[src/hdl/bsa_pkg.sv]
// Shared types and codes of the bitmap sector allocator.
package bsa_pkg;

    localparam int OPCODE_W = 2;
    localparam int SECTOR_W = 10;
    localparam int OFFSET_W = 4;
    localparam int STATUS_W = 2;
    localparam int CHUNK_W  = 4;
    localparam int TILE_W   = 10;
    localparam int TOTAL_W  = 11;

    localparam logic [OPCODE_W-1:0] OP_ALLOC  = 2'd0;
    localparam logic [OPCODE_W-1:0] OP_FREE   = 2'd1;
    localparam logic [OPCODE_W-1:0] OP_ACCESS = 2'd2;
    localparam logic [OPCODE_W-1:0] OP_NOP    = 2'd3;

    localparam logic [STATUS_W-1:0] ST_OK        = 2'd0;
    localparam logic [STATUS_W-1:0] ST_FULL      = 2'd1;
    localparam logic [STATUS_W-1:0] ST_NOT_ALLOC = 2'd2;

    typedef struct packed {
        logic [OPCODE_W-1:0] opcode;
        logic [SECTOR_W-1:0] sector_number;
        logic [OFFSET_W-1:0] tile_offset;
    } req_t;

    typedef struct packed {
        logic [STATUS_W-1:0] status;
        logic [SECTOR_W-1:0] granted_sector;
        logic [CHUNK_W-1:0]  chunk_index;
        logic [TILE_W-1:0]   tile_index;
        logic [TOTAL_W-1:0]  total_allocated;
    } rsp_t;

    typedef struct packed {
        logic capture;
        logic calc;
        logic commit;
    } cmd_t;

endpackage

[src/hdl/bsa_ctrl.sv]
// Controller state machine of the bitmap sector allocator.
module bsa_ctrl
(
    input  logic          clk,
    input  logic          rst_n,
    input  logic          req_valid,
    output logic          req_stall,
    output logic          rsp_valid,
    input  logic          rsp_stall,
    output bsa_pkg::cmd_t cmd
);

    typedef enum logic [1:0] {
        S_IDLE,
        S_CALC,
        S_UPDATE
    } state_t;

    state_t state_reg, state_next;
    logic   rsp_valid_reg, rsp_valid_next;
    logic   out_free;
    logic   commit;
    logic   ready;
    logic   capture;

    assign out_free = !rsp_valid_reg || !rsp_stall;
    assign commit   = (state_reg == S_UPDATE) && out_free;
    assign ready    = (state_reg == S_IDLE) || commit;
    assign capture  = req_valid && ready;

    always_comb
    begin
        state_next     = state_reg;
        rsp_valid_next = rsp_valid_reg;
        if (commit)
        begin
            rsp_valid_next = 1'b1;
        end
        else if (!rsp_stall)
        begin
            rsp_valid_next = 1'b0;
        end
        case (state_reg)
            S_IDLE:
            begin
                if (capture)
                begin
                    state_next = S_CALC;
                end
            end
            S_CALC:
            begin
                state_next = S_UPDATE;
            end
            S_UPDATE:
            begin
                if (commit)
                begin
                    state_next = capture ? S_CALC : S_IDLE;
                end
            end
            default:
            begin
                state_next = S_IDLE;
            end
        endcase
    end

    always_ff @(posedge clk or negedge rst_n)
    begin
        if (!rst_n)
        begin
            state_reg     <= S_IDLE;
            rsp_valid_reg <= 1'b0;
        end
        else
        begin
            state_reg     <= state_next;
            rsp_valid_reg <= rsp_valid_next;
        end
    end

    assign req_stall   = !ready;
    assign rsp_valid   = rsp_valid_reg;
    assign cmd.capture = capture;
    assign cmd.calc    = (state_reg == S_CALC);
    assign cmd.commit  = commit;

endmodule

[src/hdl/bsa_dp.sv]
// Datapath of the bitmap sector allocator: bitmap memory, chunk flags, counters.
module bsa_dp
#(
    parameter int CHUNK_SECTORS    = 64,
    parameter int TILES_PER_SECTOR = 16,
    parameter int MAX_CHUNKS       = 16
)
(
    input  logic          clk,
    input  logic          rst_n,
    input  bsa_pkg::cmd_t cmd,
    input  bsa_pkg::req_t req,
    output bsa_pkg::rsp_t rsp
);

    localparam int SPC         = CHUNK_SECTORS;
    localparam int CW          = (MAX_CHUNKS > 1) ? $clog2(MAX_CHUNKS) : 1;
    localparam int NW          = $clog2(MAX_CHUNKS + 1);
    localparam int SW          = $clog2(SPC);
    localparam int RECIP_SHIFT = 17;
    localparam int RECIP       = (1 << RECIP_SHIFT) / SPC;
    localparam int PROD_W      = bsa_pkg::SECTOR_W + RECIP_SHIFT;

    logic [SPC-1:0] bitmap_mem [MAX_CHUNKS];

    bsa_pkg::req_t req_reg;
    bsa_pkg::rsp_t rsp_reg, rsp_next;

    logic [MAX_CHUNKS-1:0]        full_reg, full_next;
    logic [NW-1:0]                in_use_reg, in_use_next;
    logic [bsa_pkg::TOTAL_W-1:0]  total_reg, total_next;

    logic [CW-1:0]  chunk_reg, chunk_next;
    logic [SW-1:0]  slot_reg;
    logic           in_range_reg;
    logic           found_reg;
    logic [SPC-1:0] rd_data_reg;

    // sector / SPC by reciprocal multiply with one correction step
    logic [PROD_W-1:0]            prod;
    logic [bsa_pkg::SECTOR_W-1:0] quot0, quot, qd, rem0, rem;
    logic                         fix;
    logic                         in_range;

    logic          avail_found;
    logic [CW-1:0] avail_idx;

    logic [SW-1:0]  free_slot;
    logic [SPC-1:0] set_data, clr_data;
    logic           held;
    logic           pool_full;

    logic           wr_en;
    logic [CW-1:0]  wr_addr;
    logic [SPC-1:0] wr_data;

    assign prod  = PROD_W'(req_reg.sector_number) * PROD_W'(RECIP);
    assign quot0 = prod[PROD_W-1:RECIP_SHIFT];
    assign qd    = bsa_pkg::SECTOR_W'(quot0 * bsa_pkg::SECTOR_W'(SPC));
    assign rem0  = req_reg.sector_number - qd;
    assign fix   = rem0 >= bsa_pkg::SECTOR_W'(SPC);
    assign quot  = quot0 + bsa_pkg::SECTOR_W'(fix);
    assign rem   = fix ? rem0 - bsa_pkg::SECTOR_W'(SPC) : rem0;
    assign in_range = 16'(quot) < 16'(in_use_reg);

    always_comb
    begin
        avail_found = 1'b0;
        avail_idx   = '0;
        for (int c = MAX_CHUNKS - 1; c >= 0; c--)
        begin
            if (NW'(c) < in_use_reg && !full_reg[c])
            begin
                avail_found = 1'b1;
                avail_idx   = CW'(c);
            end
        end
    end

    always_comb
    begin
        if (req_reg.opcode == bsa_pkg::OP_ALLOC)
        begin
            chunk_next = avail_found ? avail_idx : in_use_reg[CW-1:0];
        end
        else
        begin
            chunk_next = quot[CW-1:0];
        end
    end

    always_ff @(posedge clk)
    begin
        if (cmd.capture)
        begin
            req_reg <= req;
        end
        if (cmd.calc)
        begin
            chunk_reg    <= chunk_next;
            slot_reg     <= rem[SW-1:0];
            in_range_reg <= in_range;
            found_reg    <= avail_found;
        end
        if (cmd.commit)
        begin
            rsp_reg <= rsp_next;
        end
    end

    // bitmap memory: one write port, one registered read port
    always_ff @(posedge clk)
    begin
        if (cmd.calc)
        begin
            rd_data_reg <= bitmap_mem[chunk_next];
        end
        if (cmd.commit && wr_en)
        begin
            bitmap_mem[wr_addr] <= wr_data;
        end
    end

    always_comb
    begin
        free_slot = '0;
        for (int i = SPC - 1; i >= 0; i--)
        begin
            if (!rd_data_reg[i])
            begin
                free_slot = SW'(i);
            end
        end
    end

    assign set_data  = rd_data_reg | (SPC'(1) << free_slot);
    assign clr_data  = rd_data_reg & ~(SPC'(1) << slot_reg);
    assign held      = in_range_reg && rd_data_reg[slot_reg];
    assign pool_full = in_use_reg == NW'(MAX_CHUNKS);

    always_comb
    begin
        full_next   = full_reg;
        in_use_next = in_use_reg;
        total_next  = total_reg;
        wr_en       = 1'b0;
        wr_addr     = chunk_reg;
        wr_data     = clr_data;
        rsp_next    = '0;
        rsp_next.status = bsa_pkg::ST_OK;
        case (req_reg.opcode)
            bsa_pkg::OP_ALLOC:
            begin
                if (found_reg)
                begin
                    wr_en                   = 1'b1;
                    wr_data                 = set_data;
                    full_next[chunk_reg]    = &set_data;
                    total_next              = total_reg + 1'b1;
                    rsp_next.granted_sector = bsa_pkg::SECTOR_W'(
                        32'(chunk_reg) * SPC + 32'(free_slot));
                end
                else if (!pool_full)
                begin
                    wr_en                   = 1'b1;
                    wr_addr                 = in_use_reg[CW-1:0];
                    wr_data                 = SPC'(1);
                    full_next[in_use_reg[CW-1:0]] = 1'b0;
                    in_use_next             = in_use_reg + 1'b1;
                    total_next              = total_reg + 1'b1;
                    rsp_next.granted_sector = bsa_pkg::SECTOR_W'(32'(in_use_reg) * SPC);
                end
                else
                begin
                    rsp_next.status = bsa_pkg::ST_FULL;
                end
            end
            bsa_pkg::OP_FREE:
            begin
                if (held)
                begin
                    wr_en                = 1'b1;
                    full_next[chunk_reg] = 1'b0;
                    total_next           = total_reg - 1'b1;
                end
                else
                begin
                    rsp_next.status = bsa_pkg::ST_NOT_ALLOC;
                end
            end
            bsa_pkg::OP_ACCESS:
            begin
                if (held && 16'(req_reg.tile_offset) < 16'(TILES_PER_SECTOR))
                begin
                    rsp_next.chunk_index = bsa_pkg::CHUNK_W'(chunk_reg);
                    rsp_next.tile_index  = bsa_pkg::TILE_W'(
                        32'(slot_reg) * TILES_PER_SECTOR + 32'(req_reg.tile_offset));
                end
                else
                begin
                    rsp_next.status = bsa_pkg::ST_NOT_ALLOC;
                end
            end
            default:
            begin
                rsp_next.status = bsa_pkg::ST_OK;
            end
        endcase
        rsp_next.total_allocated = total_next;
    end

    always_ff @(posedge clk or negedge rst_n)
    begin
        if (!rst_n)
        begin
            full_reg   <= '0;
            in_use_reg <= '0;
            total_reg  <= '0;
        end
        else if (cmd.commit)
        begin
            full_reg   <= full_next;
            in_use_reg <= in_use_next;
            total_reg  <= total_next;
        end
    end

    assign rsp = rsp_reg;

endmodule

[src/hdl/bitmap_sector_allocator.sv]
// Top level of the first-fit bitmap sector allocator.
//
// Request channel (req, req_valid, req_stall): one opcode per transfer:
// allocate, free, access or no-op, with a sector number and tile offset.
// Response channel (rsp, rsp_valid, rsp_stall): exactly one response per
// request, in order: status, granted sector, chunk and tile index, and the
// total count of allocated sectors after the request.
// From its transfer a request goes through a calc step (chunk lookup plus
// bitmap read) and then an update step (update and write) that loads the
// response into the output register. The next request is taken in the
// cycle its predecessor writes back, not before, since each request holds
// the bitmap memory for its read-modify-write.
// The output register lets the next request enter while a response waits.
// When rsp_stall holds, the response stays and the pending request waits
// in its update step; req_stall rises until the response drains.
// Reset clears the chunk-full flags, open-chunk count and total; bitmap
// memory needs no clearing since a chunk is written whole when opened.
module bitmap_sector_allocator
#(
    parameter int CHUNK_SECTORS    = 64,
    parameter int TILES_PER_SECTOR = 16,
    parameter int MAX_CHUNKS       = 16
)
(
    input  logic          clk,
    input  logic          rst_n,
    input  logic          req_valid,
    output logic          req_stall,
    input  bsa_pkg::req_t req,
    output logic          rsp_valid,
    input  logic          rsp_stall,
    output bsa_pkg::rsp_t rsp
);

    bsa_pkg::cmd_t cmd;

    bsa_ctrl u_ctrl
    (
        .clk       (clk),
        .rst_n     (rst_n),
        .req_valid (req_valid),
        .req_stall (req_stall),
        .rsp_valid (rsp_valid),
        .rsp_stall (rsp_stall),
        .cmd       (cmd)
    );

    bsa_dp
    #(
        .CHUNK_SECTORS    (CHUNK_SECTORS),
        .TILES_PER_SECTOR (TILES_PER_SECTOR),
        .MAX_CHUNKS       (MAX_CHUNKS)
    )
    u_dp
    (
        .clk   (clk),
        .rst_n (rst_n),
        .cmd   (cmd),
        .req   (req),
        .rsp   (rsp)
    );

endmodule

[config.mk]
export PLATFORM = sky130hd
export DESIGN_NAME = bitmap_sector_allocator
export DESIGN_NICKNAME = d
export VERILOG_FILES = /design/src/hdl/bsa_pkg.sv /design/src/hdl/bsa_ctrl.sv /design/src/hdl/bsa_dp.sv /design/src/hdl/bitmap_sector_allocator.sv
export SDC_FILE = /design/constraint.sdc
export NUM_CORES = 2
export LEC_CHECK = 0
export BUFFER_PORTS_ARGS = -buffer_cell sky130_fd_sc_hd__buf_2
export CAP_MARGIN = 20
export CORE_UTILIZATION = 36
export DETAILED_ROUTE_END_ITERATION = 8
export GPL_TIMING_DRIVEN = 0
export SETUP_SLACK_MARGIN = 0.02
export SLEW_MARGIN = 0
export SYNTH_ARGS = -nofsm -noshare
export SYNTH_HDL_FRONTEND = slang
export SYNTH_SLANG_ARGS = --single-unit
[constraint.sdc]
create_clock -name clk -period 5 [get_ports clk]
set_input_delay 1 -clock clk [delete_from_list [all_inputs] [get_ports clk]]
set_output_delay 1 -clock clk [all_outputs]
set_load 0.02 [all_outputs]
=== Word level (Yosys, flattened, before mapping) ===
Memories as Yosys holds them, arrays and structs flattened. A register that Yosys moved wholly into a read port is not among the register bits.
Index checks and enable logic that the tools add are counted.

* $add $sub $neg: 8
* Order comparisons: 23
* Eq/ne operators: 10
* Shift-type cells: 2
* Muxes and demuxes: 138
* Bitwise logic cells: 9
* Reductions and logical operators: 52

{| class="wikitable"
|+ Operators with widths
! kind !! number
|-
| $mux W6 || 65
|-
| $mux W64 || 3
|-
| $shl A1 B6 Y64 const A || 2
|-
| $mux W4 || 21
|-
| $and A64 B64 Y64 || 1
|-
| $not A64 Y64 || 1
|-
| $or A64 B64 Y64 || 1
|-
| $reduce_and A64 Y1 || 1
|-
| $mux W16 || 3
|-
| $lt A4 B5 Y1 const A || 8
|-
| $mux W11 || 3
|-
| $and A16 B16 Y16 || 2
|-
| $not A16 Y16 || 2
|-
| $pmux W16 S2 || 1
|-
| $mux W1 || 28
|-
| $logic_and A1 B1 Y1 || 22
|-
| $pmux W11 S2 || 1
|-
| $lt A3 B5 Y1 const A || 4
|-
| $mux W10 || 2
|-
| $logic_not A1 Y1 || 19
|-
| $bwmux W16 || 1
|-
| $add A11 B1 Y11 const B || 1
|-
| $sub A11 B1 Y11 const B || 1
|-
| $add A10 B4 Y10 || 1
|-
| other kinds (30) || 48
|}

* Register bits: 100
* Memory bits (writable): 1024
* Memories: 1

{| class="wikitable"
|+ Memory list
! memory !! depth !! bits a word !! read ports !! clocked after memory_dff !! wr ports !! line !! text
|-
| u_dp.bitmap_mem || 16 || 64 || 1 || 1 || 1 || bsa_dp.sv:24 || <nowiki>logic [SPC-1:0] bitmap_mem [MAX_CHUNKS];</nowiki>
|}

=== Depth between registers and ports, before layout ===
* Word-level depth: 70
* Depth in mapped cells: 15

=== Cells and area by module ===
A second synthesis with hierarchy kept.

* Cell total of the unflattened synthesis: 4316
* Area, all modules: 51091.5 µm²

{| class="wikitable"
|+ Modules (own cells, without submodules)
! module !! instances !! cells each !! area each (µm²) !! sequential area each (µm²)
|-
| bsa_dp || 1 || 4300 || 50928.8 || 35424.0
|-
| bsa_ctrl || 1 || 16 || 162.7 || 75.1
|}

=== Worst setup path before layout ===
Ideal clock, no wire load.

* Path type: register -> register
* Start point: register u_dp.in_use_reg[0]
* End point: memory u_dp.bitmap_mem[15][0] (netlist bit), enable pin
* Arrival time: 4.897 ns
* Setup slack: -0.383 ns
* Stages on the path, launching flop included: 10
* Buffers on the path: 1
* Cells stage by stage: dfrtp_1 > clkbuf_1 > inv_1 > ha_1 > nand2_1 > o31ai_1 > nor2_1 > mux2i_1 > or2_2 > nor2_1

* Word-level cells in the longest chain between the ends: 7
* Elaborated cells between the ends (all ways): 10

{| class="wikitable"
|+ Ends and longest elaborated chain
! item !! line !! text
|-
| start: declaration || bsa_dp.sv:30 || <nowiki>logic [NW-1:0] in_use_reg, in_use_next;</nowiki>
|-
| start signal: assignment || bsa_dp.sv:223 || <nowiki>in_use_reg <= in_use_next;</nowiki>
|-
| $eq A5 B5 Y1 || bsa_dp.sv:139 || <nowiki>assign pool_full = in_use_reg == NW'(MAX_CHUNKS);</nowiki>
|-
| $mux W1 || bsa_dp.sv:163 || <nowiki>else if (!pool_full)</nowiki>
|-
| $mux W1 || bsa_dp.sv:154 || <nowiki>if (found_reg)</nowiki>
|-
| $pmux W1 S2 || bsa_dp.sv:151 || <nowiki>case (req_reg.opcode)</nowiki>
|-
| $logic_and A1 B1 Y1 || bsa_dp.sv:118 || <nowiki>if (cmd.commit && wr_en)</nowiki>
|-
| $mux W1 || bsa_dp.sv:118 ||
|-
| $mux W1 (implied by the code) || bsa_dp.sv:120 || <nowiki>bitmap_mem[wr_addr] <= wr_data;</nowiki>
|-
| end: declaration || bsa_dp.sv:24 ||
|}

Several ways; a longest one is shown, not always the timed one.

=== Final worst setup path ===
* Start point: register u_dp.in_use_reg[2]
* End point: register u_dp.rd_data_reg[24] (read register of u_dp.bitmap_mem) (data pin)

* Word-level cells in the longest chain between the ends: 20
* Elaborated cells between the ends (all ways): 66

{| class="wikitable"
|+ Ends and longest elaborated chain
! item !! line !! text
|-
| $lt A4 B5 Y1 || bsa_dp.sv:72 || <nowiki>if (NW'(c) < in_use_reg && !full_reg[c])</nowiki>
|-
| $logic_and A1 B1 Y1 || bsa_dp.sv:72 ||
|-
| $mux W4 or $mux W1 (tied branches) (16 in a row) || bsa_dp.sv:72 ||
|-
| $mux W4 * || bsa_dp.sv:84 || <nowiki>chunk_next = avail_found ? avail_idx : in_use_reg[CW-1:0];</nowiki>
|-
| $mux W4 * || bsa_dp.sv:82 || <nowiki>if (req_reg.opcode == bsa_pkg::OP_ALLOC)</nowiki>
|-
| via u_dp.chunk_next[0] || bsa_dp.sv:33 || <nowiki>logic [CW-1:0] chunk_reg, chunk_next;</nowiki>
|-
| end: declaration || bsa_dp.sv:37 || <nowiki>logic [SPC-1:0] rd_data_reg;</nowiki>
|}

The timed path passes the listed nets; every way through them passes the cells marked *.
A chain may end at the register's enable or synchronous reset.

==> impl_metrics.json <==
{
  "detailedRoute.firstIterationViolations": 3657,
  "chipHeight_um": 373.4,
  "finish.cell_count_without_fillers": 5370,
  "final.period_utilization": 1.027,
  "syn_nets": 3218,
  "setup_slack_at_placement_ns": -1.308,
  "synthesis.yosys.warnings": 0,
  "mappedNetlistArea_um2": 49660,
  "numPortBuffers": 58,
  "path_clk_slew_ns": 0.06,
  "final_layout_size_suffix_gt1_frac": 0.1641,
  "outcome": "finished, violations left",
  "fraction_of_synthesized_cell_area_taken_by_the_top_area_cell_type": 0.6973,
  "drv.max_cap_violation_count": 0,
  "syn-mean-instance-area_um2": 15.59,
  "slew-limit-headroom": 0.2703,
  "antenna_found_initial": 4,
  "ctsHoldBuffers": 0,
  "design.core.area_um2": 136100,
  "final.min_clock_period_ns": 5.136,
  "gr-usage-all-layers": 0.1996,
  "path_class": "flop to flop",
  "grt-ovfl-total": 0,
  "largest_register_ff_count": 1024,
  "p_leak_uw": 0.02041,
  "place.detailed.hpwl_um": 93950,
  "hold_path_class": "input port to async pin",
  "worst-endpoint-required_ns": 5.45,
  "timing.fmax_ghz": 0.1947,
  "power_uw": 22280,
  "drt-pass1-iter-count": 9,
  "crit_path_max_fanout": 10,
  "power_density_nw_per_um2": 383.0,
  "route.detailed.drc": 0,
  "hold_violations": 0,
  "insertion_delay_ns": 0.75,
  "grt_pass1_wl_um": 205400,
  "drt-wirelength-per-cell_um": 26.57,
  "dr_total_vias": 30688,
  "cts_inserted_buffers": 115,
  "synth.ff_latch_count": 1188,
  "grt_setup_unrepaired": "yes",
  "worst_setup_path_end_kind": "flop",
  "report.final.setup_viol": 16,
  "timing.final.ws_setup_ns": -0.1364,
  "numClockSinks": 1188,
  "synth_sequential_area_ratio": 0.7149,
  "drt_wl_total_um": 142700,
  "ioPinCount": 59,
  "fin_worst_skew_ns": 0.04183,
  "grt_pass1_vias": 28856,
  "core.rowCount": 135,
  "layout-area-overhead-vs-synth_pct": 17.16,
  "cts-root-to-sink-buffers": 3,
  "dp_cells": 5082,
  "die-area_um2": 139400,
  "synth.area.top_cells": "sky130_fd_sc_hd__edfxtp_1 (70%), sky130_fd_sc_hd__mux2i_1 (11%), sky130_fd_sc_hd__o22ai_1 (3.3%), sky130_fd_sc_hd__dfrtp_1 (1.8%), sky130_fd_sc_hd__a21oi_1 (1.7%)",
  "timing_max_transition_violations_final": 0,
  "synth_edf_count": 1153,
  "violated_checks": "negative setup slack",
  "cp_launch_type": "flop",
  "ys.flop_type": "sky130_fd_sc_hd__edfxtp_1",
  "critPathArrivalTime_ns": 5.59,
  "maximum_number_of_pins_on_one_net_before_global_route_repair": 39,
  "synth_largest_area_cell": "sky130_fd_sc_hd__edfxtp_1",
  "place.gp.congestion": 0.9556,
  "ant_nets": 0,
  "h_tree_lvl_count": 3,
  "postSynthCellCount": 3185,
  "cts-root-buf": "sky130_fd_sc_hd__clkbuf_16",
  "max-vdd-ir-drop_v": 0.0002755,
  "worst_slew_pin_slew_ns": 1.095,
  "postSynth.asyncResetShare": 0.02946,
  "initial_utilization": 0.3647,
  "die_w_um": 373.4,
  "via_count_normalized_by_instance_count": 5.715,
  "cts_tree": "yes",
  "design.final.nets": 3525,
  "synth_cell_types": 88
}
report_power, final:
part,internal [uW],leakage (uW),switching [uW]
Combinational,825,0.00773,1710
Sequential,11300,0.0110,170
Clock,4570,0.00172,3660
critical path, stage by stage (launching register included):
cell                        delay, ns
sky130_fd_sc_hd__dfrtp_1         0.45
sky130_fd_sc_hd__and2_1          0.19
sky130_fd_sc_hd__clkbuf_1        0.21
sky130_fd_sc_hd__a31oi_1         0.21
sky130_fd_sc_hd__o21ai_0         0.10
sky130_fd_sc_hd__a31oi_1         0.25
sky130_fd_sc_hd__o221ai_1        0.17
sky130_fd_sc_hd__a22oi_1         0.23
sky130_fd_sc_hd__a2bb2oi_1       0.33
sky130_fd_sc_hd__a21o_1          0.20
sky130_fd_sc_hd__clkbuf_1        0.32
sky130_fd_sc_hd__clkinv_1        0.36
sky130_fd_sc_hd__nand2_4         0.41
sky130_fd_sc_hd__clkbuf_1        0.55
sky130_fd_sc_hd__o22ai_1         0.27
sky130_fd_sc_hd__or4_1           0.58
stage by stage:
stage / cell area, um^2 / hold slack, ns / utilization / setup TNS, ns
after floorplan: 49660 / 0.4003 / - / -347.93
after global placement: 52180 / 0.4053 / 0.3832 / -5063.68
after detailed placement: 53390 / 0.4102 / 0.3922 / -260.09
after CTS: 57340 / 0.3879 / 0.4212 / 0
after global routing: 58160 / 0.4088 / 0.4272 / -1.714
final: 58180 / 0.4146 / 0.4273 / -0.9970
synthesized netlist by cell type (11+ instances only):
library cell               instances
sky130_fd_sc_hd__nor4_1           11
sky130_fd_sc_hd__nor2b_1          21
sky130_fd_sc_hd__nand3_1          36
sky130_fd_sc_hd__buf_1            36
sky130_fd_sc_hd__nand4_1          28
sky130_fd_sc_hd__and3_1           17
sky130_fd_sc_hd__o21ai_0         123
sky130_fd_sc_hd__or4_1            66
sky130_fd_sc_hd__nor2_1           70
sky130_fd_sc_hd__mux4_2           20
sky130_fd_sc_hd__inv_1            38
sky130_fd_sc_hd__and2_1           28
sky130_fd_sc_hd__nand2_1         106
sky130_fd_sc_hd__nand2b_1         30
sky130_fd_sc_hd__a31oi_1          21
sky130_fd_sc_hd__clkbuf_1        136
sky130_fd_sc_hd__xnor2_1          11
sky130_fd_sc_hd__a22oi_1          17
sky130_fd_sc_hd__mux2i_1         521
sky130_fd_sc_hd__a21oi_1         166
sky130_fd_sc_hd__dfrtp_1          35
sky130_fd_sc_hd__edfxtp_1       1153
sky130_fd_sc_hd__o22ai_1         259
sky130_fd_sc_hd__ha_1             13
sky130_fd_sc_hd__a21o_1           12
sky130_fd_sc_hd__buf_2            25
layout by cell type (no fill, tap or decap), types with 54 or more instances in the layout:
| cell type | n |
|---|---|
| sky130_fd_sc_hd__edfxtp_1 | 1153 |
| sky130_fd_sc_hd__or4_1 | 66 |
| sky130_fd_sc_hd__a21oi_1 | 130 |
| sky130_fd_sc_hd__buf_2 | 87 |
| sky130_fd_sc_hd__nand2_1 | 98 |
| sky130_fd_sc_hd__clkbuf_16 | 117 |
| sky130_fd_sc_hd__clkbuf_1 | 116 |
| sky130_fd_sc_hd__mux2i_1 | 521 |
| sky130_fd_sc_hd__o21ai_0 | 122 |
| sky130_fd_sc_hd__nor2_1 | 54 |
| sky130_fd_sc_hd__o22ai_1 | 259 |
| sky130_fd_sc_hd__buf_4 | 72 |
final cells by class:
type	count	area, um^2
repair buffers	192	2116
diodes	5	12.51
clock inverters	68	509.2
inverters	39	146.4
plain buffers	204	1070
well taps	1781	2228
flip-flops and latches	1188	35500
multi-input cells	1752	13580
fillers	12027	77970
clock buffers	141	3018
per-layer routing:
| metal | GRT usage | vias up | routed length, um | part of all wire |
|---|---|---|---|---|
| li1 | - | 13401 | - | - |
| met1 | 0.2947 | 15703 | 64150 | 0.45 |
| met2 | 0.3023 | 1354 | 63810 | 0.45 |
| met3 | 0.03434 | 226 | 11540 | 0.081 |
| met4 | 0.05311 | 4 | 3157 | 0.022 |
| met5 | 0 | - | 34 | 0.00024 |
cells by family after synthesis:
family                     synth area share
buffers and inverters               0.01993
AOI/OAI and AO/OA                   0.08877
and+or+nand+nor                     0.05546
adders and majority gates          0.003276
xor gates and xnor gates           0.002646
muxes                                0.1150
DFF                                  0.7149
timing repair:
action	in CTS	in global routing
endpoints found under the setup margin	738	948
pin swaps	2	13
gates resized for setup	121	74
buffers inserted	4	55
path summary, 6_finish.rpt:
kind | depth (start not counted) | endpoint | slack, ns | startpoint
max | 15 | u_dp.rd_data_reg[24] | -0.14 | u_dp.in_use_reg[2]
min | 1 | u_ctrl.state_reg[1] | 0.41 | rst_n
max reg2reg | 15 | u_dp.rd_data_reg[24] | -0.14 | u_dp.in_use_reg[2]
min reg2reg | 0 | u_dp.slot_reg[3] | 0.42 | u_dp.req_reg[7]
max in group asynchronous | 1 | u_dp.full_reg[7] | 4.00 | rst_n
min in group clk | 0 | u_dp.slot_reg[3] | 0.42 | u_dp.req_reg[7]
Note: power is estimated with default switching activity, not from simulation.
